`config.mk`:
```
export PLATFORM = sky130hd
export DESIGN_NAME = http_start_line_parse_filter_flat
export DESIGN_NICKNAME = d
export VERILOG_FILES = /design/src/sv/hspf_pkg.sv /design/src/sv/hspf_byte_if.sv /design/src/sv/hspf_result_if.sv /design/src/sv/hspf_front.sv /design/src/sv/hspf_queue.sv /design/src/sv/hspf_back.sv /design/src/sv/http_start_line_parse_filter.sv /design/src/flat_wrapper.sv
export SDC_FILE = /design/constraint.sdc
export NUM_CORES = 1
export LEC_CHECK = 0
export ABC_AREA = 1
export CAP_MARGIN = 0
export CORE_ASPECT_RATIO = 1.5
export CORE_MARGIN = 10
export CORE_UTILIZATION = 50
export CTS_CLUSTER_SIZE = 28
export DETAILED_ROUTE_END_ITERATION = 16
export DONT_BUFFER_PORTS = 1
export GPL_ROUTABILITY_DRIVEN = 0
export PLACE_DENSITY = 0.77
export SETUP_SLACK_MARGIN = 0.1
export SLEW_MARGIN = 30
export SYNTH_ARGS = -nofsm -noshare
export SYNTH_HDL_FRONTEND = slang
export SYNTH_SLANG_ARGS = --single-unit
```
`constraint.sdc`:
```
create_clock -name clk -period 4.75 [get_ports clk]
set_input_delay 0.475 -clock clk [delete_from_list [all_inputs] [get_ports clk]]
set_output_delay 0.475 -clock clk [all_outputs]
set_load 0.005 [all_outputs]
```
`src/sv/hspf_pkg.sv`:
```
// Package: shared constants, codes and the parse record type for the start-line filter.
`default_nettype none
package hspf_pkg;

    // Sizing
    localparam int URI_LIMIT     = 256;
    localparam int PAYLOAD_LIMIT = 1024;
    localparam int POS_W         = $clog2(PAYLOAD_LIMIT + 2);
    localparam int Q_DEPTH       = 2;
    localparam int Q_PTR_W       = (Q_DEPTH > 1) ? $clog2(Q_DEPTH) : 1;
    localparam int Q_CNT_W       = $clog2(Q_DEPTH + 1);

    // Configuration port
    localparam int CFG_W     = 32;
    localparam int CFG_IDX_W = 2;
    localparam logic [CFG_IDX_W-1:0] CFG_METHOD = 2'd0;
    localparam logic [CFG_IDX_W-1:0] CFG_STATUS = 2'd1;
    localparam logic [CFG_IDX_W-1:0] CFG_HASH   = 2'd2;

    // Method codes
    localparam logic [2:0] METH_NONE   = 3'd0;
    localparam logic [2:0] METH_GET    = 3'd1;
    localparam logic [2:0] METH_POST   = 3'd2;
    localparam logic [2:0] METH_PUT    = 3'd3;
    localparam logic [2:0] METH_DELETE = 3'd4;
    localparam logic [2:0] METH_HEAD   = 3'd5;

    // Message kinds
    localparam logic [1:0] KIND_NONE    = 2'd0;
    localparam logic [1:0] KIND_REQUEST = 2'd1;
    localparam logic [1:0] KIND_STATUS  = 2'd2;

    // Version codes
    localparam logic [1:0] VER_NONE = 2'd0;
    localparam logic [1:0] VER_1_0  = 2'd1;
    localparam logic [1:0] VER_1_1  = 2'd2;
    localparam logic [1:0] VER_2_0  = 2'd3;

    // Characters
    localparam logic [7:0] CH_NUL   = 8'h00;
    localparam logic [7:0] CH_SPACE = 8'h20;
    localparam logic [7:0] CH_ZERO  = 8'h30;
    localparam logic [7:0] CH_NINE  = 8'h39;

    // Text tokens, first character in the low byte (matches head byte order)
    localparam logic [23:0] TXT_GET    = 24'h544547;
    localparam logic [31:0] TXT_POST   = 32'h54534F50;
    localparam logic [23:0] TXT_PUT    = 24'h545550;
    localparam logic [47:0] TXT_DELETE = 48'h4554454C4544;
    localparam logic [31:0] TXT_HEAD   = 32'h44414548;
    localparam logic [31:0] TXT_HTTP   = 32'h50545448;
    localparam logic [63:0] TXT_V1_0   = 64'h302E312F50545448;
    localparam logic [63:0] TXT_V1_1   = 64'h312E312F50545448;
    localparam logic [63:0] TXT_V2_0   = 64'h302E322F50545448;

    // One parsed payload, before filtering
    typedef struct packed {
        logic [1:0]  kind;
        logic [2:0]  method;
        logic [1:0]  version;
        logic [9:0]  status;
        logic [31:0] hash;
        logic [7:0]  uri_len;
    } parse_rec_t;

    // Method from the head bytes; bytes not yet seen are zero and never match
    function automatic logic [2:0] method_of(input logic [63:0] head);
        logic [2:0] m;
        m = METH_NONE;
        if (head[23:0] == TXT_GET)
            m = METH_GET;
        else if (head[31:0] == TXT_POST)
            m = METH_POST;
        else if (head[23:0] == TXT_PUT)
            m = METH_PUT;
        else if (head[47:0] == TXT_DELETE)
            m = METH_DELETE;
        else if (head[31:0] == TXT_HEAD)
            m = METH_HEAD;
        return m;
    endfunction

    // First URI byte position for a method
    function automatic logic [2:0] uri_start_of(input logic [2:0] m);
        logic [2:0] s;
        case (m)
            METH_GET, METH_PUT:   s = 3'd4;
            METH_POST, METH_HEAD: s = 3'd5;
            METH_DELETE:          s = 3'd7;
            default:              s = 3'd7;
        endcase
        return s;
    endfunction

endpackage
`default_nettype wire

```
`src/sv/hspf_byte_if.sv`:
```
// Interface: payload byte channel.
`default_nettype none
interface hspf_byte_if;
    logic       valid;
    logic       ready;
    logic [7:0] data_byte;
    logic       last_byte;

    modport source (output valid, output data_byte, output last_byte, input ready);
    modport sink   (input valid, input data_byte, input last_byte, output ready);
endinterface
`default_nettype wire

```
`src/sv/hspf_result_if.sv`:
```
// Interface: parse result channel.
`default_nettype none
interface hspf_result_if;
    logic        valid;
    logic        ready;
    logic        accepted;
    logic [1:0]  message_kind;
    logic [2:0]  method_code;
    logic [1:0]  proto_version;
    logic [9:0]  status_value;
    logic [31:0] path_hash;
    logic [7:0]  uri_length;

    modport source (output valid, output accepted, output message_kind, output method_code,
                    output proto_version, output status_value, output path_hash,
                    output uri_length, input ready);
    modport sink   (input valid, input accepted, input message_kind, input method_code,
                    input proto_version, input status_value, input path_hash,
                    input uri_length, output ready);
endinterface
`default_nettype wire

```
`src/sv/hspf_front.sv`:
```
// Front end: per-byte start-line scan, emits one parse record per payload.
`default_nettype none
module hspf_front
    import hspf_pkg::*;
(
    input  wire logic   clk,
    input  wire logic   rst_n,
    hspf_byte_if.sink   payload,
    output parse_rec_t  rec,
    output logic        rec_valid,
    input  wire logic   rec_ready
);

    logic [POS_W-1:0] pos_reg, pos_next;
    logic [63:0]      head_reg, head_next;
    logic [31:0]      hash_reg, hash_next;
    logic [7:0]       ucnt_reg, ucnt_next;
    logic             uclosed_reg, uclosed_next;
    logic             hstop_reg, hstop_next;
    logic [9:0]       stat_reg, stat_next;
    logic [1:0]       dcnt_reg, dcnt_next;
    logic             space_reg, space_next;
    logic             ddone_reg, ddone_next;

    logic       accept;
    logic [7:0] b;
    logic [2:0] m;
    logic       uri_win;
    logic [2:0] rm;
    logic [1:0] ver;

    assign payload.ready = rec_ready;
    assign accept        = payload.valid && rec_ready;
    assign b             = payload.data_byte;
    assign rec_valid     = accept && payload.last_byte;

    // Per-byte state update
    always_comb
    begin
        pos_next     = pos_reg;
        head_next    = head_reg;
        hash_next    = hash_reg;
        ucnt_next    = ucnt_reg;
        uclosed_next = uclosed_reg;
        hstop_next   = hstop_reg;
        stat_next    = stat_reg;
        dcnt_next    = dcnt_reg;
        space_next   = space_reg;
        ddone_next   = ddone_reg;

        m       = method_of(head_reg);
        uri_win = (m != METH_NONE)
                  && (pos_reg >= POS_W'(uri_start_of(m)))
                  && (32'(pos_reg) < 32'(URI_LIMIT))
                  && !uclosed_reg;

        // URI capture and hash
        if (uri_win)
        begin
            if (b == CH_SPACE)
            begin
                uclosed_next = 1'b1;
            end
            else
            begin
                if (ucnt_reg != 8'hFF)
                    ucnt_next = ucnt_reg + 8'd1;
                if (!hstop_reg)
                begin
                    if (b == CH_NUL)
                        hstop_next = 1'b1;
                    else
                        hash_next = (hash_reg << 5) - hash_reg + {{24{b[7]}}, b};
                end
            end
        end

        // Status digits after the first space past the version
        if (space_reg)
        begin
            if (!ddone_reg && dcnt_reg != 2'd3)
            begin
                if (b >= CH_ZERO && b <= CH_NINE)
                begin
                    stat_next = (stat_reg << 3) + (stat_reg << 1) + {6'b0, b[3:0]};
                    dcnt_next = dcnt_reg + 2'd1;
                end
                else
                begin
                    ddone_next = 1'b1;
                end
            end
        end
        else if (32'(pos_reg) >= 32'd8 && b == CH_SPACE)
        begin
            space_next = 1'b1;
        end

        // First eight bytes
        if (32'(pos_reg) < 32'd8)
            head_next = head_reg | ({56'b0, b} << {pos_reg[2:0], 3'b000});

        // Saturating position
        if (32'(pos_reg) <= 32'(PAYLOAD_LIMIT))
            pos_next = pos_reg + POS_W'(1);
    end

    // Record for the payload ending on this beat
    always_comb
    begin
        rec = '0;
        rm  = method_of(head_next);
        ver = VER_NONE;
        if (head_next == TXT_V1_0)
            ver = VER_1_0;
        else if (head_next == TXT_V1_1)
            ver = VER_1_1;
        else if (head_next == TXT_V2_0)
            ver = VER_2_0;

        if (32'(pos_next) >= 32'd7 && 32'(pos_next) <= 32'(PAYLOAD_LIMIT))
        begin
            if (rm != METH_NONE)
            begin
                rec.kind    = KIND_REQUEST;
                rec.method  = rm;
                rec.version = VER_1_1;
                rec.hash    = hash_next;
                rec.uri_len = ucnt_next;
            end
            else if (32'(pos_next) >= 32'd12 && head_next[31:0] == TXT_HTTP && space_next
                     && ver != VER_NONE)
            begin
                rec.kind    = KIND_STATUS;
                rec.version = ver;
                rec.status  = stat_next;
            end
        end
    end

    // State registers, cleared after each last beat
    always_ff @(posedge clk or negedge rst_n)
    begin
        if (!rst_n)
        begin
            pos_reg     <= '0;
            head_reg    <= '0;
            hash_reg    <= '0;
            ucnt_reg    <= '0;
            uclosed_reg <= 1'b0;
            hstop_reg   <= 1'b0;
            stat_reg    <= '0;
            dcnt_reg    <= '0;
            space_reg   <= 1'b0;
            ddone_reg   <= 1'b0;
        end
        else if (accept)
        begin
            if (payload.last_byte)
            begin
                pos_reg     <= '0;
                head_reg    <= '0;
                hash_reg    <= '0;
                ucnt_reg    <= '0;
                uclosed_reg <= 1'b0;
                hstop_reg   <= 1'b0;
                stat_reg    <= '0;
                dcnt_reg    <= '0;
                space_reg   <= 1'b0;
                ddone_reg   <= 1'b0;
            end
            else
            begin
                pos_reg     <= pos_next;
                head_reg    <= head_next;
                hash_reg    <= hash_next;
                ucnt_reg    <= ucnt_next;
                uclosed_reg <= uclosed_next;
                hstop_reg   <= hstop_next;
                stat_reg    <= stat_next;
                dcnt_reg    <= dcnt_next;
                space_reg   <= space_next;
                ddone_reg   <= ddone_next;
            end
        end
    end

endmodule
`default_nettype wire

```
`src/sv/hspf_queue.sv`:
```
// Short record queue between front end and filter stage.
`default_nettype none
module hspf_queue
    import hspf_pkg::*;
(
    input  wire logic       clk,
    input  wire logic       rst_n,
    input  wire parse_rec_t wr_rec,
    input  wire logic       wr_valid,
    output logic            wr_ready,
    output parse_rec_t      rd_rec,
    output logic            rd_valid,
    input  wire logic       rd_ready
);

    parse_rec_t         mem_reg [Q_DEPTH];
    logic [Q_PTR_W-1:0] wptr_reg, wptr_next;
    logic [Q_PTR_W-1:0] rptr_reg, rptr_next;
    logic [Q_CNT_W-1:0] cnt_reg, cnt_next;
    logic               push, pop;

    assign wr_ready = (32'(cnt_reg) < 32'(Q_DEPTH));
    assign rd_valid = (cnt_reg != '0);
    assign push     = wr_valid && wr_ready;
    assign pop      = rd_valid && rd_ready;
    assign rd_rec   = mem_reg[rptr_reg];

    // Pointer and count update
    always_comb
    begin
        wptr_next = wptr_reg;
        rptr_next = rptr_reg;
        cnt_next  = cnt_reg;
        if (push)
            wptr_next = (wptr_reg == Q_PTR_W'(Q_DEPTH - 1)) ? '0 : wptr_reg + Q_PTR_W'(1);
        if (pop)
            rptr_next = (rptr_reg == Q_PTR_W'(Q_DEPTH - 1)) ? '0 : rptr_reg + Q_PTR_W'(1);
        if (push && !pop)
            cnt_next = cnt_reg + Q_CNT_W'(1);
        else if (pop && !push)
            cnt_next = cnt_reg - Q_CNT_W'(1);
    end

    always_ff @(posedge clk or negedge rst_n)
    begin
        if (!rst_n)
        begin
            wptr_reg <= '0;
            rptr_reg <= '0;
            cnt_reg  <= '0;
        end
        else
        begin
            wptr_reg <= wptr_next;
            rptr_reg <= rptr_next;
            cnt_reg  <= cnt_next;
        end
    end

    // Storage, no reset
    always_ff @(posedge clk)
    begin
        if (push)
            mem_reg[wptr_reg] <= wr_rec;
    end

endmodule
`default_nettype wire

```
`src/sv/hspf_back.sv`:
```
// Back end: filter registers, accept decision and output register.
`default_nettype none
module hspf_back
    import hspf_pkg::*;
(
    input  wire logic                 clk,
    input  wire logic                 rst_n,
    input  wire logic                 cfg_we,
    input  wire logic [CFG_IDX_W-1:0] cfg_index,
    input  wire logic [CFG_W-1:0]     cfg_data,
    input  wire parse_rec_t           rec,
    input  wire logic                 rec_valid,
    output logic                      rec_ready,
    hspf_result_if.source             result
);

    logic [3:0]  mfilt_reg;
    logic [9:0]  sfilt_reg;
    logic [31:0] hfilt_reg;

    logic        ovalid_reg;
    logic        acc_reg, acc_next;
    parse_rec_t  orec_reg;
    logic        load;

    // Configuration writes
    always_ff @(posedge clk or negedge rst_n)
    begin
        if (!rst_n)
        begin
            mfilt_reg <= '0;
            sfilt_reg <= '0;
            hfilt_reg <= '0;
        end
        else if (cfg_we)
        begin
            case (cfg_index)
                CFG_METHOD: mfilt_reg <= cfg_data[3:0];
                CFG_STATUS: sfilt_reg <= cfg_data[9:0];
                CFG_HASH:   hfilt_reg <= cfg_data[31:0];
                default:    ;
            endcase
        end
    end

    // Filter decision
    always_comb
    begin
        acc_next = (rec.kind != KIND_NONE);
        if (mfilt_reg != 4'd0 && {1'b0, rec.method} != mfilt_reg)
            acc_next = 1'b0;
        if (sfilt_reg != 10'd0 && rec.status != sfilt_reg)
            acc_next = 1'b0;
        if (hfilt_reg != 32'd0 && rec.hash != hfilt_reg)
            acc_next = 1'b0;
    end

    // Output register; refills when empty or while the held beat is taken
    assign load      = !ovalid_reg || result.ready;
    assign rec_ready = load;

    always_ff @(posedge clk or negedge rst_n)
    begin
        if (!rst_n)
            ovalid_reg <= 1'b0;
        else if (load)
            ovalid_reg <= rec_valid;
    end

    always_ff @(posedge clk)
    begin
        if (load && rec_valid)
        begin
            acc_reg  <= acc_next;
            orec_reg <= rec;
        end
    end

    assign result.valid         = ovalid_reg;
    assign result.accepted      = acc_reg;
    assign result.message_kind  = orec_reg.kind;
    assign result.method_code   = orec_reg.method;
    assign result.proto_version = orec_reg.version;
    assign result.status_value  = orec_reg.status;
    assign result.path_hash     = orec_reg.hash;
    assign result.uri_length    = orec_reg.uri_len;

endmodule
`default_nettype wire

```
`src/sv/http_start_line_parse_filter.sv`:
```
// Top level: HTTP start-line parser and filter over a TCP payload byte stream.
//
//   channel   dir   content
//   payload   in    data_byte[7:0], last_byte; one byte per beat
//   result    out   accepted, message_kind, method_code, proto_version,
//                   status_value, path_hash, uri_length; one beat per payload
//   cfg_*     in    write-only filter registers: method, status, URI hash
//
// One payload byte is taken every cycle while payload.ready is high. The front
// end updates its scan state in the cycle a byte is taken; the byte with
// last_byte pushes a record into a two-entry queue for the filter stage to register.
// Reset clears all scan state, the queue and the filter registers.
// payload.ready drops only when the queue is full because result is stalled.
`default_nettype none
module http_start_line_parse_filter
    import hspf_pkg::*;
(
    input  wire logic                 clk,
    input  wire logic                 rst_n,
    hspf_byte_if.sink                 payload,
    hspf_result_if.source             result,
    input  wire logic                 cfg_we,
    input  wire logic [CFG_IDX_W-1:0] cfg_index,
    input  wire logic [CFG_W-1:0]     cfg_data
);

    parse_rec_t f_rec, q_rec;
    logic       f_valid, f_ready;
    logic       q_valid, q_ready;

    hspf_front u_front (
        .clk       (clk),
        .rst_n     (rst_n),
        .payload   (payload),
        .rec       (f_rec),
        .rec_valid (f_valid),
        .rec_ready (f_ready)
    );

    hspf_queue u_queue (
        .clk      (clk),
        .rst_n    (rst_n),
        .wr_rec   (f_rec),
        .wr_valid (f_valid),
        .wr_ready (f_ready),
        .rd_rec   (q_rec),
        .rd_valid (q_valid),
        .rd_ready (q_ready)
    );

    hspf_back u_back (
        .clk       (clk),
        .rst_n     (rst_n),
        .cfg_we    (cfg_we),
        .cfg_index (cfg_index),
        .cfg_data  (cfg_data),
        .rec       (q_rec),
        .rec_valid (q_valid),
        .rec_ready (q_ready),
        .result    (result)
    );

endmodule
`default_nettype wire

```
`src/flat_wrapper.sv`:
```
// flat-port wrapper written by rule: the top's interface ports become plain ports
module http_start_line_parse_filter_flat import hspf_pkg::*;
  (clk, rst_n, cfg_we, cfg_index, cfg_data, payload_valid, payload_data_byte, payload_last_byte, payload_ready, result_valid, result_accepted, result_message_kind, result_method_code, result_proto_version, result_status_value, result_path_hash, result_uri_length, result_ready);
  hspf_byte_if payload_i ();
  hspf_result_if result_i ();
  input  wire logic clk;
  input  wire logic rst_n;
  input  wire logic cfg_we;
  input  wire logic [CFG_IDX_W-1:0] cfg_index;
  input  wire logic [CFG_W-1:0] cfg_data;
  input wire logic [$bits(payload_i.valid)-1:0] payload_valid;
  input wire logic [$bits(payload_i.data_byte)-1:0] payload_data_byte;
  input wire logic [$bits(payload_i.last_byte)-1:0] payload_last_byte;
  output wire logic [$bits(payload_i.ready)-1:0] payload_ready;
  output wire logic [$bits(result_i.valid)-1:0] result_valid;
  output wire logic [$bits(result_i.accepted)-1:0] result_accepted;
  output wire logic [$bits(result_i.message_kind)-1:0] result_message_kind;
  output wire logic [$bits(result_i.method_code)-1:0] result_method_code;
  output wire logic [$bits(result_i.proto_version)-1:0] result_proto_version;
  output wire logic [$bits(result_i.status_value)-1:0] result_status_value;
  output wire logic [$bits(result_i.path_hash)-1:0] result_path_hash;
  output wire logic [$bits(result_i.uri_length)-1:0] result_uri_length;
  input wire logic [$bits(result_i.ready)-1:0] result_ready;
  assign payload_i.valid = payload_valid;
  assign payload_i.data_byte = payload_data_byte;
  assign payload_i.last_byte = payload_last_byte;
  assign payload_ready = payload_i.ready;
  assign result_valid = result_i.valid;
  assign result_accepted = result_i.accepted;
  assign result_message_kind = result_i.message_kind;
  assign result_method_code = result_i.method_code;
  assign result_proto_version = result_i.proto_version;
  assign result_status_value = result_i.status_value;
  assign result_path_hash = result_i.path_hash;
  assign result_uri_length = result_i.uri_length;
  assign result_i.ready = result_ready;
  http_start_line_parse_filter u_core (.clk(clk), .rst_n(rst_n), .payload(payload_i), .result(result_i), .cfg_we(cfg_we), .cfg_index(cfg_index), .cfg_data(cfg_data));
endmodule
```
Yosys cells after proc, flatten, opt, wreduce, memory -nomap -nowiden

Memory sizes are Yosys's and may differ from the RTL's.
Index checks and enable logic that the tools add are counted.

Bits of input ports: 48
Flip-flop bits (word level): 240
Logic and storage cells: 192
Memory bits (writable): 114
Output and inout port bits: 60
Memories: 1

Memory list:

| memory                 | depth | width | read ports | clocked after Yosys merged registers in | wr ports | RTL line         | source |
|---|---|---|---|---|---|---|---|
| u_core.u_queue.mem_reg | 2     | 57    | 1          | 0                                       | 1        | hspf_queue.sv:16 | `parse_rec_t mem_reg [Q_DEPTH];` |

Bitwise gates (word level): 1
Magnitude comparators: 11
Equality and inequality tests: 28
Reductions and logical operators: 51
Multiplexer cells: 64
Shift-type cells: 1
Add/sub/neg operators: 11

Operator list:

| operator               | number |
|---|---|
| $eq A64 B62 Y1 const B | 3 |
| $eq A32 B31 Y1 const B | 5 |
| $mux W32               | 5 |
| $mux W64               | 2 |
| $eq A24 B23 Y1 const B | 4 |
| $eq A48 B47 Y1 const B | 2 |
| $or A64 B64 Y64        | 1 |
| $shl A8 B6 Y64         | 1 |
| $mux W57               | 1 |
| $mux W10               | 5 |
| $mux W40               | 1 |
| $mux W3                | 11 |
| $add A32 B32 Y32       | 1 |
| $mux W8                | 4 |
| $ne A32 B32 Y1         | 1 |
| $reduce_bool A32 Y1    | 1 |
| $sub A32 B32 Y32       | 1 |
| $mux W2                | 12 |
| $ge A11 B4 Y1 const B  | 2 |
| $le A11 B11 Y1 const B | 2 |
| $mux W11               | 2 |
| $logic_and A1 B1 Y1    | 19 |
| $mux W1                | 19 |
| $reduce_bool A2 Y1     | 9 |
| 38 further kinds       | 53 |

Longest topological paths before layout

Depth in word-level cells: 16
Depth in mapped cells: 22
Gate-level depth less buffers: 22

Cells and area by module

A second synthesis with hierarchy kept.

Cells, all modules: 2599
Area total of the unflattened synthesis: 20787.4 µm²

By module, submodules not included:

| module     | area an instance (µm²) | cells each | instances | seq. area each (µm²) |
|---|---|---|---|---|
| hspf_front | 12006.5                | 1856       | 1         | 3278.1 |
| hspf_back  | 4406.7                 | 417        | 1         | 2917.8 |
| hspf_queue | 4374.2                 | 326        | 1         | 3523.4 |

Least setup slack after synthesis

OpenSTA, ideal clock, no wires.

Kind: input to register
Start: input port result_ready
End: register u_core.u_queue.cnt_reg[1]
Setup slack: 0.185 ns
Buffers on the path: 0
Stages: 7
Arrival time: 4.434 ns
Library setup time: 0.131 ns
Data required time: 4.619 ns
Cells stage by stage: nor2_1 a21oi_1 inv_1 ha_1 a21oi_1 o21ai_0 xor2_1

Cells in the longest elaborated chain, start to end: 5
Elaborated cells between the ends (all ways): 7
Classes of those cells: 1 x mux; 6 x reduce/logical

Ends and longest elaborated chain:

| what                                          | RTL line           | source |
|---|---|---|
| from (decl)                                   | flat_wrapper.sv:23 | `input wire logic [$bits(result_i.ready)-1:0] result_ready;` |
| $logic_or A1 B1 Y1 (*)                        | hspf_back.sv:59    | `assign load = !ovalid_reg \|\| result.ready;` |
| $logic_and A1 B1 Y1 (*)                       | hspf_queue.sv:25   | `assign pop = rd_valid && rd_ready;` |
| named net u_core.u_queue.pop                  | hspf_queue.sv:20   | `logic push, pop;` |
| $logic_not A1 Y1                              | hspf_queue.sv:38   | `if (push && !pop)` |
| $logic_and A1 B1 Y1                           | hspf_queue.sv:38   |  |
| $mux W2 or $reduce_bool A2 Y1 (tied branches) | -                  |  |
| to (signal assigned)                          | hspf_queue.sv:56   | `cnt_reg <= cnt_next;` |
| to (decl)                                     | hspf_queue.sv:19   | `logic [Q_CNT_W-1:0] cnt_reg, cnt_next;` |

Mark *: on every way through the listed nets, which the timed path passes. The rest lies on a longest branch.
A chain may end at the register's enable or synchronous reset.

==> impl_results.md <==
- Place WS: 0.9267 ns
- Die area: 49020 µm²
- CP max stage cell: dfrtp_1
- Top-count cell post-synth: nand2_1
- Global-route wire length before repair: 84670 µm
- Remaining routing DRC violations: 0
- Crit path max-delay family: simple AND/OR/NAND/NOR gates
- DR WL/cell: 18.09 µm
- Port Buffer Count: 0
- Post-synth EDFFs: 172
- Fin Setup TNS: 0 ns
- CTS root buf: clkbuf_16
- Global route overflow: 0
- Cell Count, Final, Fillers Out: 2956
- Resized cells post-CTS: 0
- Die height: 266.2 µm
- Max reg flops: 114
- Via count: 16.92k
- Vias in the first global route: 16.39k
- CP Capture Type: register
- Fin worst setup slack: 0.9670 ns
- Syn Area/Cell: 8.279 µm²
- Site Rows: 90
- Hold Path Class: input pin to async pin
- Post-synthesis cell area: 20210 µm²
- Setup violators final: 0
- Req. time, crit path: 4.98 ns
- Layout Area Growth over Synthesis: 8.303%
- # H-tree levels: 2
- Clock Sinks: 354
- Async set-reset flop share out of synthesis: 51.41%
- Critical path type: register to register
- DP Wirelength: 38010 µm
- Peak supply drop: 0.3841 mV
- Setup Fix Bufs, Post-CTS: 0
- Design Area, Final: 21890 µm²
- Fin. Hold Viols: 19
- Fin. max-slew vios: 0
- R2R cell count: 13
- Core outline area: 40090 µm²
- RSZ-0062 raised after global routing: false
- Synth Net Count: 2574
- Longest Clk Path Bufs: 3
- Hold WS: -0.1102 ns
- Aggregate routed wire length: 53480 µm
- Slew @ Worst Pin: 1.135 ns
- Initial core utilization: 50.41%
- Post-synthesis cell type count: 48
- Max frequency: 0.2643 GHz
- Largest net degree at the start of global routing: 183
- Post-Place Cell Area: 20650 µm²
- # IOs: 108
- Yosys reg bits: 354
- Total CTS buffers: 37
- Crit path buf inv count: 2
- WP depth: 13
- Clk Latency, worst-skew pair: 0.55 ns
- Setup crit start: u_core.u_front.pos_reg[0]$_DFFE_PN0P_
- Final worst path period share: 79.64%
- Initial antenna violation count: 1
- Power Dens Cells: 501.1 nW/µm²
- Biggest area consumer among synthesized cells: edfxtp_1
- CP peak stage delay: 0.70 ns
- Fin crit period: 3.783 ns
- Final Power: 10.97 mW
- Crit-path cells: inv_2 -> nand2_4 -> nor2_1 -> nand3_2 -> nand2_2 -> o21ai_0 -> nand3_1 -> nor2_1 -> nand3_1 -> nand2_2 -> inv_1 -> nand2_2 -> nor2_1
- Failing checks: negative hold slack
- Clock Pin Slew Worst Setup and Hold Paths: 0.07 ns
- Post-DRT Antenna Nets: 0
- Fin nets: 2554
- Clk_skew: 0.02794 ns
- Status: finished, violations left
- Register area share after synthesis: 48.10%
- DR vias/cell: 5.723
- Worst path arrival time: 4.01 ns
- Drt first pass iters: 6
- CTS tree: yes
- Dpl cells: 2887
- Top cells by area, synth: edfxtp_1 (26%), dfrtp_1 (23%), nand2_1 (12%), inv_1 (5.9%), nor2_1 (4.9%)
- Layout cell share with drive strength beyond 1: 5.594%
- LEAKAGE: 9.671 nW
- Synth warnings: 0
- GRT Resource Usage Total: 21.46%
- Initial DRC count: 1787
- Max-cap violation count: 0
- Critical R2R Launch: u_core.u_front.pos_reg[0]$_DFFE_PN0P_
- Crit-path max FO: 42
- DIE WIDTH: 184.1 µm
- Commonest cells in the synthesized netlist: nand2_1 (628), inv_1 (317), nor2_1 (262)
- Post-synth top area share: 25.56%
- Post-Synthesis Cells: 2441
- Worst setup SP type: register
- Post-route core utilization: 54.59%
- Relative slew margins: 24.31%
- Primary FF master, synth: dfrtp_1
-- worst paths after layout --
path | endpoint | slack [ns]
max | u_core.u_queue.mem_reg[1][37]$_DFFE_PP_ | 0.97
min | u_core.u_front.hash_reg[22]$_DFFE_PN0P_ | -0.11
max reg2reg | u_core.u_queue.mem_reg[1][37]$_DFFE_PP_ | 0.97
min reg2reg | u_core.u_queue.cnt_reg[0]$_DFFE_PN0P_ | 0.48
max in group asynchronous | u_core.u_queue.rptr_reg$_DFFE_PN0P_ | 3.85
min in group clk | u_core.u_back.result.valid$_DFFE_PN0N_ | 0.03
-- power breakdown --
group,leakage [nW],internal [mW],switching [mW]
combinational,5.00,1.01,2.80
sequential,4.10,3.89,0.386
clock,0.575,1.65,1.23
-- worst register-to-register path: stages, from the launching register on --
cell	delay (ns)
dfrtp_1	0.70
inv_2	0.23
nand2_4	0.21
nor2_1	0.07
nand3_2	0.12
nand2_2	0.20
o21ai_0	0.44
nand3_1	0.14
nor2_1	0.16
nand3_1	0.10
nand2_2	0.14
inv_1	0.08
nand2_2	0.66
nor2_1	0.22
-- layout by cell type, fill, tap and decap left out, types with 3 or more instances in the layout --
| master | synthesis | final |
|---|---|---|
| nor2_2 | 13 | 15 |
| nand2_2 | 4 | 5 |
| o21ai_0 | 178 | 178 |
| or2_2 | 7 | 7 |
| mux2_2 | 16 | 16 |
| edfxtp_1 | 172 | 172 |
| a21oi_1 | 94 | 93 |
| a211oi_1 | 32 | 32 |
| clkbuf_1 | 48 | 9 |
| nor2_4 | 2 | 4 |
| clkbuf_8 | 0 | 4 |
| clkinv_1 | 1 | 3 |
| o21a_1 | 3 | 3 |
| inv_1 | 317 | 315 |
| nand3_1 | 107 | 106 |
| o211ai_1 | 3 | 3 |
| dfrtp_1 | 182 | 181 |
| fa_1 | 29 | 29 |
| o22ai_1 | 21 | 21 |
| nor2_1 | 262 | 258 |
| buf_4 | 5 | 19 |
| xor2_1 | 53 | 53 |
| clkinv_2 | 0 | 5 |
| clkinvlp_4 | 0 | 4 |
| ha_1 | 56 | 56 |
| nor4_1 | 19 | 19 |
| a21boi_0 | 4 | 4 |
| inv_2 | 6 | 8 |
| a21o_1 | 3 | 3 |
| nand4_1 | 38 | 38 |
| clkbuf_16 | 0 | 38 |
| nor3_1 | 61 | 61 |
| xnor2_1 | 26 | 26 |
| nand2_1 | 628 | 627 |
| nand3b_1 | 7 | 7 |
-- per-layer routing --
| metal | global-route usage [%] | share of wire, % | up-vias |
|---|---|---|---|
| met3 | 3.903 | 7.6 | 226 |
| met1 | 25.02 | 38 | 7936 |
| met4 | 12.66 | 6.5 | 0 |
| met5 | 0 | 0 | - |
| li1 | - | - | 7940 |
| met2 | 36.13 | 48 | 816 |
-- area by class of cell --
class                   count  area [µm²]
fillers                  3505       18200
flip-flops and latches    354        9721
multi-input cells        1683        8927
inverters                 324        1216
clock buffers              51        1040
well taps                 506       633.1
repair buffers             21       190.2
clock inverters            16       156.4
diodes                      1       2.502
-- cell families after synthesis --
group	synth area share, %
AND/OR/NAND/NOR	23.81
buffers and inverters	7.956
flip-flops	48.10
AO/OA/AOI/OAI	9.485
adder cells (fa/ha/maj)	6.340
XOR/XNOR	3.424
multiplexers	0.8916
Note: power is estimated with default switching activity, not from simulation.
